==> config.mk <==
export PLATFORM = sky130hd
export DESIGN_NAME = glff_stack_mem
export DESIGN_NICKNAME = d
export VERILOG_FILES = /design/src/design/glff_pkg.sv /design/src/design/glff_stack_mem.sv
export SDC_FILE = /design/constraint.sdc
export NUM_CORES = 2
export LEC_CHECK = 0
export BUFFER_PORTS_ARGS = -buffer_cell sky130_fd_sc_hd__buf_4
export CAP_MARGIN = 20
export CELL_PAD_IN_SITES_DETAIL_PLACEMENT = 1
export CELL_PAD_IN_SITES_GLOBAL_PLACEMENT = 2
export CORE_ASPECT_RATIO = 1.4
export CORE_UTILIZATION = 30
export DETAILED_ROUTE_END_ITERATION = 7
export GPL_ROUTABILITY_DRIVEN = 0
export PLACE_DENSITY = 0.48
export SETUP_SLACK_MARGIN = 0.15
export SYNTH_ARGS = -nofsm -noshare
export SYNTH_HDL_FRONTEND = slang
export SYNTH_SLANG_ARGS = --single-unit
==> constraint.sdc <==
create_clock -name i_clk -period 6.5 [get_ports i_clk]
set_clock_uncertainty 0.05 [all_clocks]
set_input_delay 0.65 -clock i_clk [delete_from_list [all_inputs] [get_ports i_clk]]
set_output_delay 0.65 -clock i_clk [all_outputs]
set_load 0.01 [all_outputs]
==> src/design/glff_pkg.sv <==
// Shared types and constants for the grid line trace and flood fill block.
package glff_pkg;

    typedef enum logic [1:0] {
        OP_CLEAR = 2'd0,
        OP_LINE  = 2'd1,
        OP_FILL  = 2'd2,
        OP_READ  = 2'd3
    } t_opcode;

    localparam logic [1:0] MARK_EMPTY  = 2'd0;
    localparam logic [1:0] MARK_BORDER = 2'd1;
    localparam logic [1:0] MARK_SOLID  = 2'd2;

    localparam int ROW_W  = 5;
    localparam int COL_W  = 6;
    localparam int ADDR_W = ROW_W + COL_W;

    typedef enum logic [3:0] {
        ST_IDLE,
        ST_CLEAR,
        ST_LINE_MAP,
        ST_LINE_SETUP,
        ST_LINE_STEP,
        ST_FILL_POP,
        ST_FILL_CHK,
        ST_FILL_NB_RD,
        ST_FILL_NB_CHK,
        ST_READ_WAIT,
        ST_OUT
    } t_state;

endpackage

==> src/design/glff_stack_mem.sv <==
// Fill stack memory: one write port and one read port with registered read data.
module glff_stack_mem
    import glff_pkg::*;
#(
    parameter int DEPTH = 256,
    parameter int AW    = 8
) (
    input  logic              i_clk,
    input  logic              i_we,
    input  logic [AW-1:0]     i_waddr,
    input  logic [ADDR_W-1:0] i_wdata,
    input  logic [AW-1:0]     i_raddr,
    output logic [ADDR_W-1:0] o_rdata
);
    logic [ADDR_W-1:0] r_mem [DEPTH];

    always_ff @(posedge i_clk) begin
        if (i_we) begin
            r_mem[i_waddr] <= i_wdata;
        end
        o_rdata <= r_mem[i_raddr];
    end
endmodule

==> summary by stage <==
Status
The flow ran to the end, and the final reports show no timing, DRC or antenna violations.

Power and ir drop
In this run the power density over the cells is 308.0 nW/um2. The largest voltage drop on the vdd net is 267.7 uV. The cell leakage power is 0.03930 uW.

Clocking
The H-tree generated during clock tree synthesis spans 5 levels. The clock net sink count is 2827. The hold buffer count at CTS is 0.

The number of setup buffers added after CTS is 0. The clock tree buffer depth is 4. TritonCTS built the clock tree. In this run, post-CTS repair resized a total of 0 instances.

The clock latency reported for the late side of the worst-skew pair is approximately 0.90 ns. The clock input transition at the sequential cells of the worst setup and hold paths is around 0.060 ns. The tree is rooted in a sky130_fd_sc_hd__clkbuf_16. In this run, CTS created clock tree buffers numbering 293.

Placed design
Once placement finished, the instance area stood at 117100 um2. The port buffer count is 39. Detailed placement finished with a half-perimeter wire length of between 200 and 250 mm.

Global route
The first global-routing pass estimated 490.4 mm of wire. Global routing finished with a remaining overflow of 0. The via count of the first global-routing pass was 57280. The maximum number of pins on one net before global-route repair is about 150. Across every metal layer, demand over resource in global routing totals 0.1937. The number of antenna violations at the first check in global routing came to 19.

Layout
The library cell used most frequently in the layout, excluding fill and tap cells, is sky130_fd_sc_hd__edfxtp_1. The share of the core filled with cells is 0.3504. The number of nets at the end of the flow is 5488.

The top cell types in the final layout, fill and taps aside, are sky130_fd_sc_hd__edfxtp_1 (2816), sky130_fd_sc_hd__mux4_2 (614), sky130_fd_sc_hd__buf_4 (388), sky130_fd_sc_hd__clkbuf_16 (302), sky130_fd_sc_hd__nor2_1 (272). The area growth from synthesis to layout is 16.30%. The number of inserted filler cells in the final layout is approximately 35000. The share of layout cells above drive strength 1 is 0.2722. After routing the design area is 126400 um2.

Worst hold path
The origin of the worst min-delay path is i_wdata[0]. The worst hold path belongs to the class input pin to register. For hold timing, the worst endpoint is r_mem[168][0].

Counting instances, the worst hold path has a depth of 1.

Drt
The count of routing violations after the opening detailed-route iteration is ~4100. For this block, the routed nets add up to 356.6 mm of wire. For this run, the detailed router's first-pass iteration total came to 7. Detailed routing inserted a total of between 50000 and 60000 vias.

The wire length the detailed router placed on met1 is roughly 140 mm. For this run, design rule violations remaining after detail routing come to 0. Using the TritonRoute via totals, the vias-per-cell ratio works out to ~5.1. The met2 routed wirelength is 195.8 mm.

Signal routing reaches up to met5. The count of nets left with antenna violations once routing finished came out at 0. Dividing the detail-routed wire length by the instance count gives 34.21 um. The length of routed met3 wiring is 11.42 mm.

STA
Hold is met by between 0.1 and 0.15 ns. The number of failing setup endpoints in the final timing report is 0. The number of hold violations in the final report is 0. The remaining max-slew budget at the tightest pin is 0.2147. Derived from the worst setup path, the maximum achievable clock frequency is 0.2351 GHz. Setup repair after global routing left no endpoint under its margin. The ratio of final minimum period to clock period is 0.6543.

The max-slew violation count is 0. The post-route minimum period is 4.253 ns. The actual transition at the worst max-transition pin is around 1.2 ns. The sum of negative setup slack is 0 ns.

Logic synthesis
Of the synthesized area, sequential elements account for 0.7799. After synthesis the netlist holds a flip-flop and latch count of ~2800. The synthesized area divided by synthesized cell count is roughly 22 um2. The number of nets in the synthesized netlist is 5028.

Synthesis handed over a netlist of 4999 instances. In the synthesized netlist the dominant register cell turns out to be sky130_fd_sc_hd__edfxtp_1. The synthesis warning total is 0. The post-synthesis cell type count is 58.

Yosys attributes the largest share of cell area to sky130_fd_sc_hd__edfxtp_1 (78%), sky130_fd_sc_hd__mux4_2 (13%), sky130_fd_sc_hd__mux2i_1 (2.1%). After synthesis the cells add up to 108700 um2. The synthesized design spends more area on one cell type than any other, namely sky130_fd_sc_hd__edfxtp_1. Counting flops with an async set or reset pin after synthesis yields a share of 0.

In this run, synthesis inferred 2816 flip-flops with an integrated enable. The share of synthesized area in the top cell type comes to 0.7778.

Setup path
The setup path with the least slack is of type input pin to register. The worst reg2reg path depth is 7. For the worst setup path, the data arrival time is 4.93 ns.

Setup slack on the worst reg-to-reg path comes out at 2.98 ns. Data on the critical path is required at its endpoint by 7.17 ns. In this run the worst path has a maximum fanout of 39.

The element type at the critical path start is an input pin. The endpoint identified for the worst register-to-register timing path is o_rdata[3]. The endpoint type of the worst setup path is a register. In this run the critical register-to-register path is launched from r_mem[187][3].

Floorplanning
The floorplan step defined a die boundary enclosing 364800 um2. The I/O pin count is 40. The effective utilization at floorplan is 0.3013. The row count is 261. In this run the standard cell core region covers 360900 um2. Measured along the x axis, the die boundary spans 510.8 um. The die height is between 700 and 800 um.

Run
Max-cap violations in this run came to 0.
==> worst max-delay path, stage by stage <==
cell and delay, ns:
sky130_fd_sc_hd__buf_4 0.57, sky130_fd_sc_hd__buf_4 0.36, sky130_fd_sc_hd__buf_4 0.33, sky130_fd_sc_hd__mux4_2 0.34, sky130_fd_sc_hd__a22o_1 0.34, sky130_fd_sc_hd__a2111oi_2 0.59
sky130_fd_sc_hd__a21oi_1 0.17, sky130_fd_sc_hd__a2111oi_1 1.03, sky130_fd_sc_hd__buf_4 0.30, sky130_fd_sc_hd__nor4_1 0.07
==> cells by family (layout without fill, tap and decap cells) <==
family | Yosys count | after routing | share of synthesized area
flops | 2827 | 2827 | 0.7799
mux | 845 | 845 | 0.1485
simple gates | 516 | 516 | 0.02126
compound gates | 503 | 503 | 0.03378
buf+inv | 308 | 989 | 0.01661
other cells | 0 | 10 | 0
==> synth_stat cells, types with 4 or more instances <==
library cell                instances
sky130_fd_sc_hd__nor2_1           291
sky130_fd_sc_hd__nor4_1            18
sky130_fd_sc_hd__clkbuf_1         139
sky130_fd_sc_hd__a2111oi_2          5
sky130_fd_sc_hd__and2_1             6
sky130_fd_sc_hd__a22o_1            36
sky130_fd_sc_hd__a311oi_1          11
sky130_fd_sc_hd__a31oi_1            5
sky130_fd_sc_hd__inv_1              4
sky130_fd_sc_hd__a21boi_0           7
sky130_fd_sc_hd__buf_4             30
sky130_fd_sc_hd__nand4_1           12
sky130_fd_sc_hd__o22ai_1           84
sky130_fd_sc_hd__nor3_1            39
sky130_fd_sc_hd__mux2i_1          229
sky130_fd_sc_hd__buf_1             22
sky130_fd_sc_hd__or3_1              8
sky130_fd_sc_hd__a221oi_1          31
sky130_fd_sc_hd__a211oi_1          22
sky130_fd_sc_hd__buf_2             53
sky130_fd_sc_hd__mux4_2           614
sky130_fd_sc_hd__nor2b_1           17
sky130_fd_sc_hd__nand2b_1          10
sky130_fd_sc_hd__o21ai_0           19
sky130_fd_sc_hd__buf_8              5
sky130_fd_sc_hd__and3_1             5
sky130_fd_sc_hd__edfxtp_1        2816
sky130_fd_sc_hd__a22oi_1          125
sky130_fd_sc_hd__buf_6             53
sky130_fd_sc_hd__dfxtp_1           11
sky130_fd_sc_hd__a32oi_1            6
sky130_fd_sc_hd__o211ai_1           5
sky130_fd_sc_hd__a221o_1            6
sky130_fd_sc_hd__nand2_1           52
sky130_fd_sc_hd__or2_2              4
sky130_fd_sc_hd__o221ai_1          47
sky130_fd_sc_hd__a21oi_1           76
sky130_fd_sc_hd__a2111oi_0          6
sky130_fd_sc_hd__nand3_1           40
==> cell type report <==
class | count | area, um2 | share of cell area
inverters | 5 | 18.77 | 0.0001484
multi-input cells | 1864 | 22320 | 0.1765
well taps | 4734 | 5923 | 0.04685
repair buffers | 468 | 4121 | 0.03260
diodes | 10 | 25.02 | 0.0001979
clock inverters | 164 | 1486 | 0.01176
clock buffers | 352 | 7755 | 0.06134
flip-flops and latches | 2827 | 84780 | 0.6706
==> worst max-delay path by stage <==
stage	to	from	cells past startpoint
after floorplan	o_rdata[4]	i_raddr[0]	10
after global placement	o_rdata[2]	i_raddr[0]	10
after detailed placement	o_rdata[3]	i_raddr[3]	10
after CTS	o_rdata[3]	i_raddr[3]	10
after global routing	o_rdata[3]	i_raddr[3]	10
final	o_rdata[3]	i_raddr[3]	10
==> per-layer routing <==
metal,vias to the layer above,track usage
li1,22120,-
met1,29320,0.2294
met2,1021,0.3677
met3,387,0.02186
met4,6,0.05143
met5,-,0
==> flip-flops by register name, indices dropped and copies added, names as in the netlist <==
signal and cells:
o_rdata 11, r_mem 2816
==> report_power, final <==
| group | leakage [uW] | internal [uW] | switching, uW |
|---|---|---|---|
| sequential | 0.0254 | 20100 | 34.5 |
| clock | 0.00454 | 9510 | 7230 |
| combinational | 0.00936 | 645 | 1430 |
==> through the flow <==
step	power (uW)	cells	worst slack (ns)
floorplan	21460	4999	3.718
detailed placement	22680	9892	1.458
finish	38950	10420	2.247
CTS	39500	10410	2.425
global route	40080	10420	2.349
global placement	22640	9835	0.7349
No activity file was read; power rests on OpenSTA's default activity.
